==> config.mk <==
export PLATFORM = sky130hd
export DESIGN_NAME = snbt_token_lexer
export DESIGN_NICKNAME = d
export VERILOG_FILES = /design/src/rtl/core/snbt_pkg.sv /design/src/rtl/core/snbt_token_lexer.sv /design/src/rtl/core/snbt_lex_core.sv /design/src/rtl/core/snbt_res_fifo.sv
export SDC_FILE = /design/constraint.sdc
export NUM_CORES = 1
export LEC_CHECK = 0
export BUFFER_PORTS_ARGS = -buffer_cell sky130_fd_sc_hd__buf_2
export CAP_MARGIN = 10
export CORE_MARGIN = 4
export CORE_UTILIZATION = 50
export DETAILED_ROUTE_END_ITERATION = 10
export GPL_TIMING_DRIVEN = 0
export PLACE_DENSITY = 0.68
export SYNTH_ARGS = -nofsm -noshare
export SYNTH_HDL_FRONTEND = slang
export SYNTH_SLANG_ARGS = --single-unit
==> constraint.sdc <==
create_clock -name clk -period 6.2 [get_ports clk]
set_clock_uncertainty 0.1 [all_clocks]
set_input_delay 1.24 -clock clk [delete_from_list [all_inputs] [get_ports clk]]
set_output_delay 1.24 -clock clk [all_outputs]
set_load 0.01 [all_outputs]
==> src/rtl/core/snbt_pkg.sv <==
// snbt_pkg: shared types, character codes and token typing for the tagged-text lexer.
// Used by snbt_lex_core, snbt_res_fifo, snbt_token_lexer and snbt_lex_checker.
`timescale 1ns / 1ps
`default_nettype none

package snbt_pkg;

	// lexer modes; the fourth code is unreachable and behaves as normal
	typedef enum logic [1:0] {
		MODE_NORMAL = 2'd0,
		MODE_STRING = 2'd1,
		MODE_ESCAPE = 2'd2
	} mode_t;

	localparam logic [3:0] TT_IDENT    = 4'd0;
	localparam logic [3:0] TT_STRING   = 4'd1;
	localparam logic [3:0] TT_INT      = 4'd2;
	localparam logic [3:0] TT_FLOAT    = 4'd3;
	localparam logic [3:0] TT_DOUBLE   = 4'd4;
	localparam logic [3:0] TT_BYTE     = 4'd5;
	localparam logic [3:0] TT_SHORT    = 4'd6;
	localparam logic [3:0] TT_LONG     = 4'd7;
	localparam logic [3:0] TT_COLON    = 4'd8;
	localparam logic [3:0] TT_LBRACE   = 4'd9;
	localparam logic [3:0] TT_RBRACE   = 4'd10;
	localparam logic [3:0] TT_LBRACKET = 4'd11;
	localparam logic [3:0] TT_RBRACKET = 4'd12;
	localparam logic [3:0] TT_COMMA    = 4'd13;

	localparam logic [7:0] CH_END    = 8'hFF;
	localparam logic [7:0] CH_SPACE  = 8'h20;
	localparam logic [7:0] CH_TAB    = 8'h09;
	localparam logic [7:0] CH_CR     = 8'h0D;
	localparam logic [7:0] CH_LF     = 8'h0A;
	localparam logic [7:0] CH_COLON  = 8'h3A;
	localparam logic [7:0] CH_LBRACE = 8'h7B;
	localparam logic [7:0] CH_RBRACE = 8'h7D;
	localparam logic [7:0] CH_LBRACK = 8'h5B;
	localparam logic [7:0] CH_RBRACK = 8'h5D;
	localparam logic [7:0] CH_COMMA  = 8'h2C;
	localparam logic [7:0] CH_QUOTE  = 8'h22;
	localparam logic [7:0] CH_BSLASH = 8'h5C;
	localparam logic [7:0] CH_MINUS  = 8'h2D;
	localparam logic [7:0] CH_ZERO   = 8'h30;
	localparam logic [7:0] CH_NINE   = 8'h39;
	localparam logic [7:0] CH_LO_N   = 8'h6E;
	localparam logic [7:0] CH_LO_T   = 8'h74;
	localparam logic [7:0] CH_LO_R   = 8'h72;
	localparam logic [7:0] CH_LO_F   = 8'h66;
	localparam logic [7:0] CH_UP_F   = 8'h46;
	localparam logic [7:0] CH_LO_D   = 8'h64;
	localparam logic [7:0] CH_UP_D   = 8'h44;
	localparam logic [7:0] CH_LO_B   = 8'h62;
	localparam logic [7:0] CH_UP_B   = 8'h42;
	localparam logic [7:0] CH_LO_S   = 8'h73;
	localparam logic [7:0] CH_UP_S   = 8'h53;
	localparam logic [7:0] CH_LO_I   = 8'h69;
	localparam logic [7:0] CH_UP_I   = 8'h49;
	localparam logic [7:0] CH_LO_L   = 8'h6C;
	localparam logic [7:0] CH_UP_L   = 8'h4C;

	// result queue: one item gives at most two results
	localparam int unsigned FIFO_DEPTH = 4;

	typedef struct packed {
		logic       kind;
		logic [3:0] ttype;
		logic [7:0] vbyte;
		logic       last;
	} result_t;

	// results of one processed item, in order
	typedef struct packed {
		logic [1:0] count;
		result_t    r0;
		result_t    r1;
	} lex_out_t;

	// numeric tokens start with a digit or minus; suffix letter picks the width
	function automatic logic [3:0] type_of_token(input logic [7:0] first_b,
	                                             input logic [7:0] last_b);
		logic [3:0] t;
		t = TT_IDENT;
		if (((first_b >= CH_ZERO) && (first_b <= CH_NINE)) || (first_b == CH_MINUS)) begin
			unique case (last_b) inside
				CH_LO_F, CH_UP_F: t = TT_FLOAT;
				CH_LO_D, CH_UP_D: t = TT_DOUBLE;
				CH_LO_B, CH_UP_B: t = TT_BYTE;
				CH_LO_S, CH_UP_S: t = TT_SHORT;
				CH_LO_L, CH_UP_L: t = TT_LONG;
				default:          t = TT_INT;
			endcase
		end
		return t;
	endfunction

endpackage

`default_nettype wire

==> src/rtl/core/snbt_token_lexer.sv <==
// Tagged-text lexer: one byte in per transfer, value bytes and token ends out.
// Input channel: in_valid/in_stall with text_byte and end_of_input. Output
// channel: out_valid/out_stall with result_kind, token_type, value_byte and
// last_of_run. A value byte (result_kind 0) streams out as soon as it is seen;
// the token type (result_kind 1) follows when whitespace, punctuation, a quote,
// the 0xFF marker or end_of_input closes the token. Punctuation gives its own
// token after closing the pending one, so one input byte yields zero, one or
// two results; last_of_run marks the final one.
// An accepted byte is held in the input register; its results are then written into
// the result queue, whose head is offered on out_valid.
// Throughput: one byte per cycle while the queue has room; a byte with two results
// is absorbed by a four-entry result queue, which gives them out one at a time. The input register holds
// its byte whenever the queue has fewer than two free slots.
// Reset (arst_n low): normal mode, no pending token, queue empty, both valids low.
// While out_stall is high the offered result holds; input keeps flowing until the
// queue has fewer than two free slots, then in_stall rises.
`timescale 1ns / 1ps
`default_nettype none

module snbt_token_lexer (
	input  wire logic       clk,
	input  wire logic       arst_n,
	input  wire logic       in_valid,
	output logic            in_stall,
	input  wire logic [7:0] text_byte,
	input  wire logic       end_of_input,
	output logic            out_valid,
	input  wire logic       out_stall,
	output logic            result_kind,
	output logic [3:0]      token_type,
	output logic [7:0]      value_byte,
	output logic            last_of_run
);
	import snbt_pkg::*;

	logic       valid_s1;
	logic [7:0] byte_s1;
	logic       end_s1;
	logic       room;
	logic       proc;
	lex_out_t   lex_res;
	result_t    head;

	assign proc     = valid_s1 && room;
	assign in_stall = valid_s1 && !room;

	always_ff @(posedge clk or negedge arst_n) begin
		if (!arst_n) begin
			valid_s1 <= 1'b0;
		end else if (!in_stall) begin
			valid_s1 <= in_valid;
		end
	end

	always_ff @(posedge clk) begin
		if (!in_stall && in_valid) begin
			byte_s1 <= text_byte;
			end_s1  <= end_of_input;
		end
	end

	snbt_lex_core u_core (
		.clk     (clk),
		.arst_n  (arst_n),
		.proc    (proc),
		.byte_in (byte_s1),
		.end_in  (end_s1),
		.res     (lex_res)
	);

	snbt_res_fifo u_fifo (
		.clk    (clk),
		.arst_n (arst_n),
		.push   (proc),
		.wdata  (lex_res),
		.room   (room),
		.rvalid (out_valid),
		.rstall (out_stall),
		.rdata  (head)
	);

	assign result_kind = head.kind;
	assign token_type  = head.ttype;
	assign value_byte  = head.vbyte;
	assign last_of_run = head.last;

endmodule

`default_nettype wire

==> src/rtl/core/snbt_lex_core.sv <==
// snbt_lex_core: lexer state registers and per-byte decode into up to two results.
// Depends on snbt_pkg.
`timescale 1ns / 1ps
`default_nettype none

module snbt_lex_core (
	input  wire logic              clk,
	input  wire logic              arst_n,
	input  wire logic              proc,
	input  wire logic [7:0]        byte_in,
	input  wire logic              end_in,
	output snbt_pkg::lex_out_t     res
);
	import snbt_pkg::*;

	mode_t      mode_q, mode_d;
	logic       pending_q, pending_d;
	logic [7:0] first_q, first_d;
	logic [7:0] last_q, last_d;

	logic       close_v;
	logic       other_v;
	result_t    close_r;
	result_t    other_r;
	logic       app_v;
	logic [7:0] app_b;
	logic       esc_ok;
	logic [7:0] esc_b;

	always_comb begin
		esc_ok = 1'b1;
		esc_b  = CH_BSLASH;
		unique case (byte_in)
			CH_BSLASH: esc_b = CH_BSLASH;
			CH_LO_N:   esc_b = CH_LF;
			CH_LO_T:   esc_b = CH_TAB;
			CH_LO_R:   esc_b = CH_CR;
			default:   esc_ok = 1'b0;
		endcase
	end

	always_comb begin
		mode_d  = mode_q;
		close_v = 1'b0;
		other_v = 1'b0;
		app_v   = 1'b0;
		app_b   = byte_in;
		other_r = '{kind: 1'b1, ttype: TT_IDENT, vbyte: 8'h00, last: 1'b1};
		close_r = '{kind: 1'b1, ttype: type_of_token(first_q, last_q), vbyte: 8'h00,
		            last: 1'b1};

		if (end_in || (byte_in == CH_END)) begin
			close_v = pending_q;
			mode_d  = MODE_NORMAL;
		end else if (mode_q == MODE_STRING) begin
			if (byte_in == CH_BSLASH) begin
				mode_d = MODE_ESCAPE;
			end else if (byte_in == CH_QUOTE) begin
				mode_d        = MODE_NORMAL;
				other_v       = 1'b1;
				other_r.ttype = TT_STRING;
			end else begin
				app_v = 1'b1;
			end
		end else if (mode_q == MODE_ESCAPE) begin
			app_v  = esc_ok;
			app_b  = esc_b;
			mode_d = MODE_STRING;
		end else begin
			unique case (byte_in) inside
				CH_SPACE, CH_TAB, CH_CR, CH_LF: close_v = pending_q;
				CH_COLON, CH_LBRACE, CH_RBRACE, CH_LBRACK, CH_RBRACK, CH_COMMA: begin
					close_v = pending_q;
					other_v = 1'b1;
				end
				CH_QUOTE: begin
					close_v = pending_q;
					mode_d  = MODE_STRING;
				end
				default: begin
					mode_d = MODE_NORMAL;
					app_v  = 1'b1;
				end
			endcase
			unique case (byte_in)
				CH_COLON:  other_r.ttype = TT_COLON;
				CH_LBRACE: other_r.ttype = TT_LBRACE;
				CH_RBRACE: other_r.ttype = TT_RBRACE;
				CH_LBRACK: other_r.ttype = TT_LBRACKET;
				CH_RBRACK: other_r.ttype = TT_RBRACKET;
				default:   other_r.ttype = TT_COMMA;
			endcase
		end

		if (app_v) begin
			other_v = 1'b1;
			other_r = '{kind: 1'b0, ttype: TT_IDENT, vbyte: app_b, last: 1'b1};
		end

		pending_d = pending_q;
		first_d   = first_q;
		last_d    = last_q;
		if (close_v || (other_v && other_r.kind)) begin
			pending_d = 1'b0;
		end
		if (app_v) begin
			pending_d = 1'b1;
			last_d    = app_b;
			if (!pending_q) begin
				first_d = app_b;
			end
		end

		// a pending close always goes out ahead of the punctuation token
		res.r1 = other_r;
		if (close_v) begin
			res.r0      = close_r;
			res.r0.last = !other_v;
		end else begin
			res.r0 = other_r;
		end
		res.count = 2'(close_v) + 2'(other_v);
	end

	always_ff @(posedge clk or negedge arst_n) begin
		if (!arst_n) begin
			mode_q    <= MODE_NORMAL;
			pending_q <= 1'b0;
			first_q   <= 8'h00;
			last_q    <= 8'h00;
		end else if (proc) begin
			mode_q    <= mode_d;
			pending_q <= pending_d;
			first_q   <= first_d;
			last_q    <= last_d;
		end
	end

endmodule

`default_nettype wire

==> src/rtl/core/snbt_res_fifo.sv <==
// snbt_res_fifo: small result queue, takes up to two results per cycle, gives one while rstall is low.
// Depends on snbt_pkg.
`timescale 1ns / 1ps
`default_nettype none

module snbt_res_fifo (
	input  wire logic              clk,
	input  wire logic              arst_n,
	input  wire logic              push,
	input  wire snbt_pkg::lex_out_t wdata,
	output logic                   room,
	output logic                   rvalid,
	input  wire logic              rstall,
	output snbt_pkg::result_t      rdata
);
	import snbt_pkg::*;

	localparam int unsigned PW = $clog2(FIFO_DEPTH);
	localparam int unsigned CW = $clog2(FIFO_DEPTH + 1);

	result_t       mem_q [FIFO_DEPTH];
	logic [PW-1:0] wr_ptr_q;
	logic [PW-1:0] rd_ptr_q;
	logic [CW-1:0] count_q;
	logic [1:0]    n_push;
	logic          pop;

	assign n_push = push ? wdata.count : 2'd0;
	assign rvalid = (count_q != '0);
	assign pop    = rvalid && !rstall;
	assign rdata  = mem_q[rd_ptr_q];
	// room for a two-result item regardless of this cycle's read
	assign room   = (count_q <= CW'(FIFO_DEPTH - 2));

	always_ff @(posedge clk) begin
		if (n_push != 2'd0) begin
			mem_q[wr_ptr_q] <= wdata.r0;
		end
		if (n_push == 2'd2) begin
			mem_q[wr_ptr_q + PW'(1)] <= wdata.r1;
		end
	end

	always_ff @(posedge clk or negedge arst_n) begin
		if (!arst_n) begin
			wr_ptr_q <= '0;
			rd_ptr_q <= '0;
			count_q  <= '0;
		end else begin
			wr_ptr_q <= wr_ptr_q + PW'(n_push);
			rd_ptr_q <= rd_ptr_q + PW'(pop);
			count_q  <= count_q + CW'(n_push) - CW'(pop);
		end
	end

endmodule

`default_nettype wire

======== Word level (Yosys, flattened, before mapping) ========
Memory sizes are Yosys's and may differ from the RTL's.
Cells that the tools add are included.
cells by class
  add/sub/neg operators ................... 6
  order comparisons ....................... 3
  equal/unequal tests ..................... 32
  muxes and demuxes ....................... 45
  bitwise gates (word level) .............. 1
  reductions and logical operators ........ 29
operators with widths
  cell                                                                                 number
  8-bit by 7-bit == test with 1-bit output, second input constant                      18
  8-bit by 6-bit == test with 1-bit output, second input constant                      5
  3-bit case mux with 5 select lines                                                   2
  14-bit two-way mux                                                                   2
  1-bit two-way mux                                                                    26
  8-bit by 4-bit == test with 1-bit output, second input constant                      3
  8-bit two-way mux                                                                    3
  7-bit case mux with 3 select lines                                                   1
  2-bit two-way mux                                                                    6
  4-bit two-way mux                                                                    3
  11-bit OR reduction                                                                  1
  10-bit OR reduction                                                                  1
  2-bit OR reduction                                                                   5
  8-bit == test, second input constant                                                 1
  8-bit by 6-bit greater-or-equal comparator with 1-bit output, second input constant  1
  8-bit by 6-bit <= comparator with 1-bit output, second input constant                1
  1-bit logical AND                                                                    6
  3-bit AND reduction                                                                  2
  6-bit OR reduction                                                                   1
  2-bit == test, second input constant                                                 2
  1-bit zero test                                                                      4
  4-bit by 1-bit inequality test with 1-bit output, second input constant              1
  4-bit by 3-bit inequality test with 1-bit output, second input constant              1
  2-bit case mux with 2 select lines                                                   1
  15 further kinds                                                                     19
storage, ports and cells
  bits in registers ....................... 36
  bits in writable memories ............... 56
  bits of input ports ..................... 13
  output and inout bits ................... 16
  logic and storage cells ................. 127
  memories kept ........................... 1
memory list
  memory        words  width  rd ports  clocked after Yosys merged registers in  wr ports  RTL line             text
  u_fifo.mem_q  4      14     1         0                                        2         snbt_res_fifo.sv:21  result_t mem_q [FIFO_DEPTH];

======== Logic depth before layout (Yosys ltp) ========
  word-level depth ........................ 12
  gate-level depth with buffers ........... 19
  depth with buffers taken out ............ 17

======== By module ========
From an unflattened synthesis, not the netlist that was laid out.
second synthesis, totals
  cells, all modules ...................... 388
  area total of the unflattened synthesis .. 5165.0 µm²
modules (own cells, without submodules)
  module            instances  cells each  area an instance (µm²)  seq. area each (µm²)
  snbt_res_fifo     1          181         3186.8                  1856.8
  snbt_lex_core     1          192         1644.1                  450.4
  snbt_token_lexer  1          15          334.1                   295.3

======== Worst setup path after synthesis ========
OpenSTA, ideal clock, no wires.
  path type ............................... register to register
  start point ............................. reg byte_s1[0]
  end point ............................... mem u_fifo.mem_q[0][1] in the netlist's numbering, data pin
  setup time .............................. 0.143 ns
  arrival ................................. 3.889 ns
  required time ........................... 5.957 ns
  slack ................................... 2.068 ns
  stages on the path, launching flop included .. 18
  buffers on the path ..................... 4
  period minus slack after synthesis ...... 4.132 ns
  cells stage by stage .................... edfxtp_1 > buf_2 > or3b_4 > o32ai_4 > nand2_2 > and3_4 > buf_6 > nor2_2 > buf_2 > o21ai_0 > ha_1 > nor2_1 > or3_1 > or3_1 > clkbuf_1 > o31a_1 > o21bai_1 > nor2_1
RTL lines
  what                      RTL line                text
  start: declaration        snbt_token_lexer.sv:37  logic [7:0] byte_s1;
  start signal: assignment  snbt_token_lexer.sv:57  byte_s1 <= text_byte;
  end: declaration          snbt_res_fifo.sv:21

==> reports/qor.yml <==
pwr:
  ir_worst_vdd_mv: 0.154
  total_leakage_power_nw: 2.09
  power_w: 0.00227
  cellPowerDensity_mw_per_mm2: 422
route:
  drc: 0
  final_antenna_net_count: 0
  firstDrtPassIters: 4
  via_count: 3499
  wl_per_cell_um: 17.8
  totalWireLength_mm: 10.6
  drt_first_iter_violations: 219
  via_per_inst: 5.90
critical_path:
  cp-end-kind: "flop"
  path_common_cell: "nand2_1"
  path_delay_family: "simple AND/OR/NAND/NOR gates"
  critPathSlowestCell: "inv_1"
  arrival_ns: 5.40
  crit_chain: "buf_2 > xnor2_1 > nor4b_1 > nor3_1 > o22ai_2 > nor2_2 > buf_2 > o21ai_0 > ha_1 > nand2b_1 > nand2_1 > nand2_1 > inv_1 > nand2_1 > inv_1 > o21ai_0 > nor3_1"
  crit_buf_inv: 4
  path_class: "flop to flop"
  startpoint_type: "flop"
  crit_fanout: 15
  worstPathRequired_ns: 6.28
  cp_slowest_stage_delay_ns: 0.62
cts:
  clkTransAtPathRegs_ns: 0.10
  clock-root-buffer: "clkbuf_8"
  post_cts.repair.setup_buffers: 0
  cts_resized: 0
  cts_tree: "built"
  numCtsBuffers: 9
  cts.path.max_buffers: 2
  clock_latency_ns: 0.36
  cts_hold_buf: 0
  clock-sinks: 91
  cts-htree-levels: 3
floorplanning:
  die_y_um: 106
  die_width_um: 106
  core_mm2: 0.00933
  rows: 35
  start_util: 0.520
  die-area_mm2: 0.0113
  ioPinCount: 29
finish:
  diodes: 0
  syn2layout_area_growth_pct: 10.7
  drive_gt1_frac: 0.194
  nets: 481
timing:
  setup_viol: 0
  finalMaxSlewViolations: 0
  fmax_ghz: 0.188
  final.min_clock_period_ns: 5.32
  hold_violations: 0
  finalCritPeriodShare: 0.858
  rsz0062_at_grt: "false"
  tightest_slew_ns: 0.971
  tns_ns: 0
  relSlewSlack: 0.347
yosys:
  syn_avg_cell_area_um2: 11.5
  async_reset_ff_frac: 0.286
  synth_top_area_cell: "edfxtp_1"
  ys_ff_latch: 91
  synth_ff_type: "edfxtp_1"
  synth.area.top_cells: "edfxtp_1, dfrtp_1, mux4_2, nor3_1, nor2_1"
  yosysUniqueCellTypes: 75
  netlist_area_mm2: 0.00485
  synth_top_area_frac: 0.378
  synth_fp_nets: 442
  yosys_warnings: 0
  syn_inst: 420
  synth_edf_count: 61
  ys_seq_area_frac: 0.528
global_routing:
  grt_pass1_vias: 3444
  grt_pass1_wl_mm: 17.6
  gr-total-overflow: 0
  antenna_found_initial: 0
  grt_start_max_net_pins: 27
  grt_use_total: 0.200
hold_path:
  hold_class: "flop to flop"
placed_design:
  portBuffers: 28
  place_hpwl_mm: 7.58
  globalplace.congestion: 0.893
outcome:
  outcome: "finished, final reports clean"
flow_run:
  drv_cap: 0
-- sequential cells by signal (all words and copies together), names as in the netlist --
name              cells
u_fifo.wr_ptr_q       2
u_core.pending_q      1
u_fifo.count_q        3
u_fifo.mem_q         56
u_fifo.rd_ptr_q       2
u_core.first_q        8
u_core.mode_q         2
u_core.last_q         7
byte_s1               8
valid_s1              1
end_s1                1
-- path summary, 6_finish.rpt --
path,startpoint,to,slack [ns],cells past startpoint
max,byte_s1[2]$_DFFE_PP_,u_fifo.mem_q[1][12]$_DFFE_PP_,0.88,17
min,u_fifo.mem_q[1][0]$_SDFFE_PP1N_,u_fifo.mem_q[1][0]$_SDFFE_PP1N_,0.40,2
max reg2reg,byte_s1[2]$_DFFE_PP_,u_fifo.mem_q[1][12]$_DFFE_PP_,0.88,17
min reg2reg,u_fifo.mem_q[1][0]$_SDFFE_PP1N_,u_fifo.mem_q[1][0]$_SDFFE_PP1N_,0.40,2
max in group asynchronous,arst_n,u_core.first_q[6]$_DFFE_PN0P_,4.80,1
min in group asynchronous,arst_n,u_core.mode_q[1]$_DFFE_PN0P_,0.78,1
-- layout make-up --
| type | count | area (µm²) |
|---|---|---|
| flip-flops and latches | 91 | 2560 |
| clock buffers | 9 | 124 |
| well taps | 129 | 161 |
| plain buffers | 20 | 92.6 |
| multi-input cells | 280 | 2090 |
| clock inverters | 7 | 95.1 |
| inverters | 29 | 109 |
| repair buffers | 28 | 140 |
| fillers | 819 | 3960 |
-- synthesized netlist by cell type, drive strengths merged (6+ instances only) --
| cell type | number |
|---|---|
| nor3 | 30 |
| dfrtp | 26 |
| clkbuf | 10 |
| buf | 10 |
| nor2 | 39 |
| mux2i | 11 |
| ha | 8 |
| edfxtp | 61 |
| nand2 | 32 |
| o22ai | 12 |
| a21oi | 13 |
| or3 | 8 |
| mux4 | 14 |
| xnor2 | 6 |
| inv | 29 |
| o21ai | 16 |
-- placed cells by master (no fill, tap or decap), types with 4 or more instances in the layout --
cell      Yosys  routed
edfxtp_1     61      61
nor2_1       38      38
buf_2         8      36
nand2_1      31      31
inv_1        29      29
nor3_1       29      29
dfrtp_1      26      26
mux4_2       14      14
a21oi_1      13      13
o21ai_0      13      13
mux2i_1      11      11
clkbuf_1     10      10
o22ai_1      10      10
clkbuf_8      0       9
or3_1         8       8
ha_1          8       8
xnor2_1       6       6
nand2b_1      5       5
nand3_1       5       5
nand4_1       4       4
nor2b_1       4       4
a21o_1        4       4
dfxtp_1       4       4
-- metal layers --
layer  global-route usage  part of all wire
met1                0.270              0.45
met2                0.328              0.48
met3               0.0279             0.051
met4               0.0758             0.025
met5                    0                 0
-- tightest hold or removal path, stage by stage, from the launching register on --
cell,delay (ns)
dfxtp_1,0.32
nor2_1,0.10
a31oi_1,0.04
-- cells by family (layout without fill, tap and decap cells) --
family | after synthesis | in the layout | synth area share
AOI/OAI and AO/OA | 78 | 78 | 0.124
adders and majority gates | 9 | 9 | 0.0248
xor gates and xnor gates | 8 | 8 | 0.0144
and+or+nand+nor | 155 | 155 | 0.166
muxes | 30 | 30 | 0.101
DFF | 91 | 91 | 0.528
buffers and inverters | 49 | 93 | 0.0415
-- where the power goes --
group | internal, W | total [W] | switching [W]
Combinational | 0.000382 | 0.000916 | 0.000534
Sequential | 0.000822 | 0.000915 | 0.0000929
Clock | 0.000198 | 0.000437 | 0.000239
-- through the flow --
stage / cell area, µm² / utilization / hold slack [ns] / setup slack (ns) / instances
5_1_grt: 5370 / 0.576 / 0.439 / 0.372 / 593
2_1_floorplan: 4850 / - / 0.353 / 2.07 / 420
4_1_cts: 5370 / 0.576 / 0.398 / 0.873 / 593
3_3_place_gp: 5150 / 0.552 / 0.365 / 0.917 / 577
3_5_place_dp: 5150 / 0.552 / 0.379 / 0.889 / 577
6_report: 5370 / 0.576 / 0.397 / 0.881 / 593
Note: power is estimated with default switching activity, not from simulation.
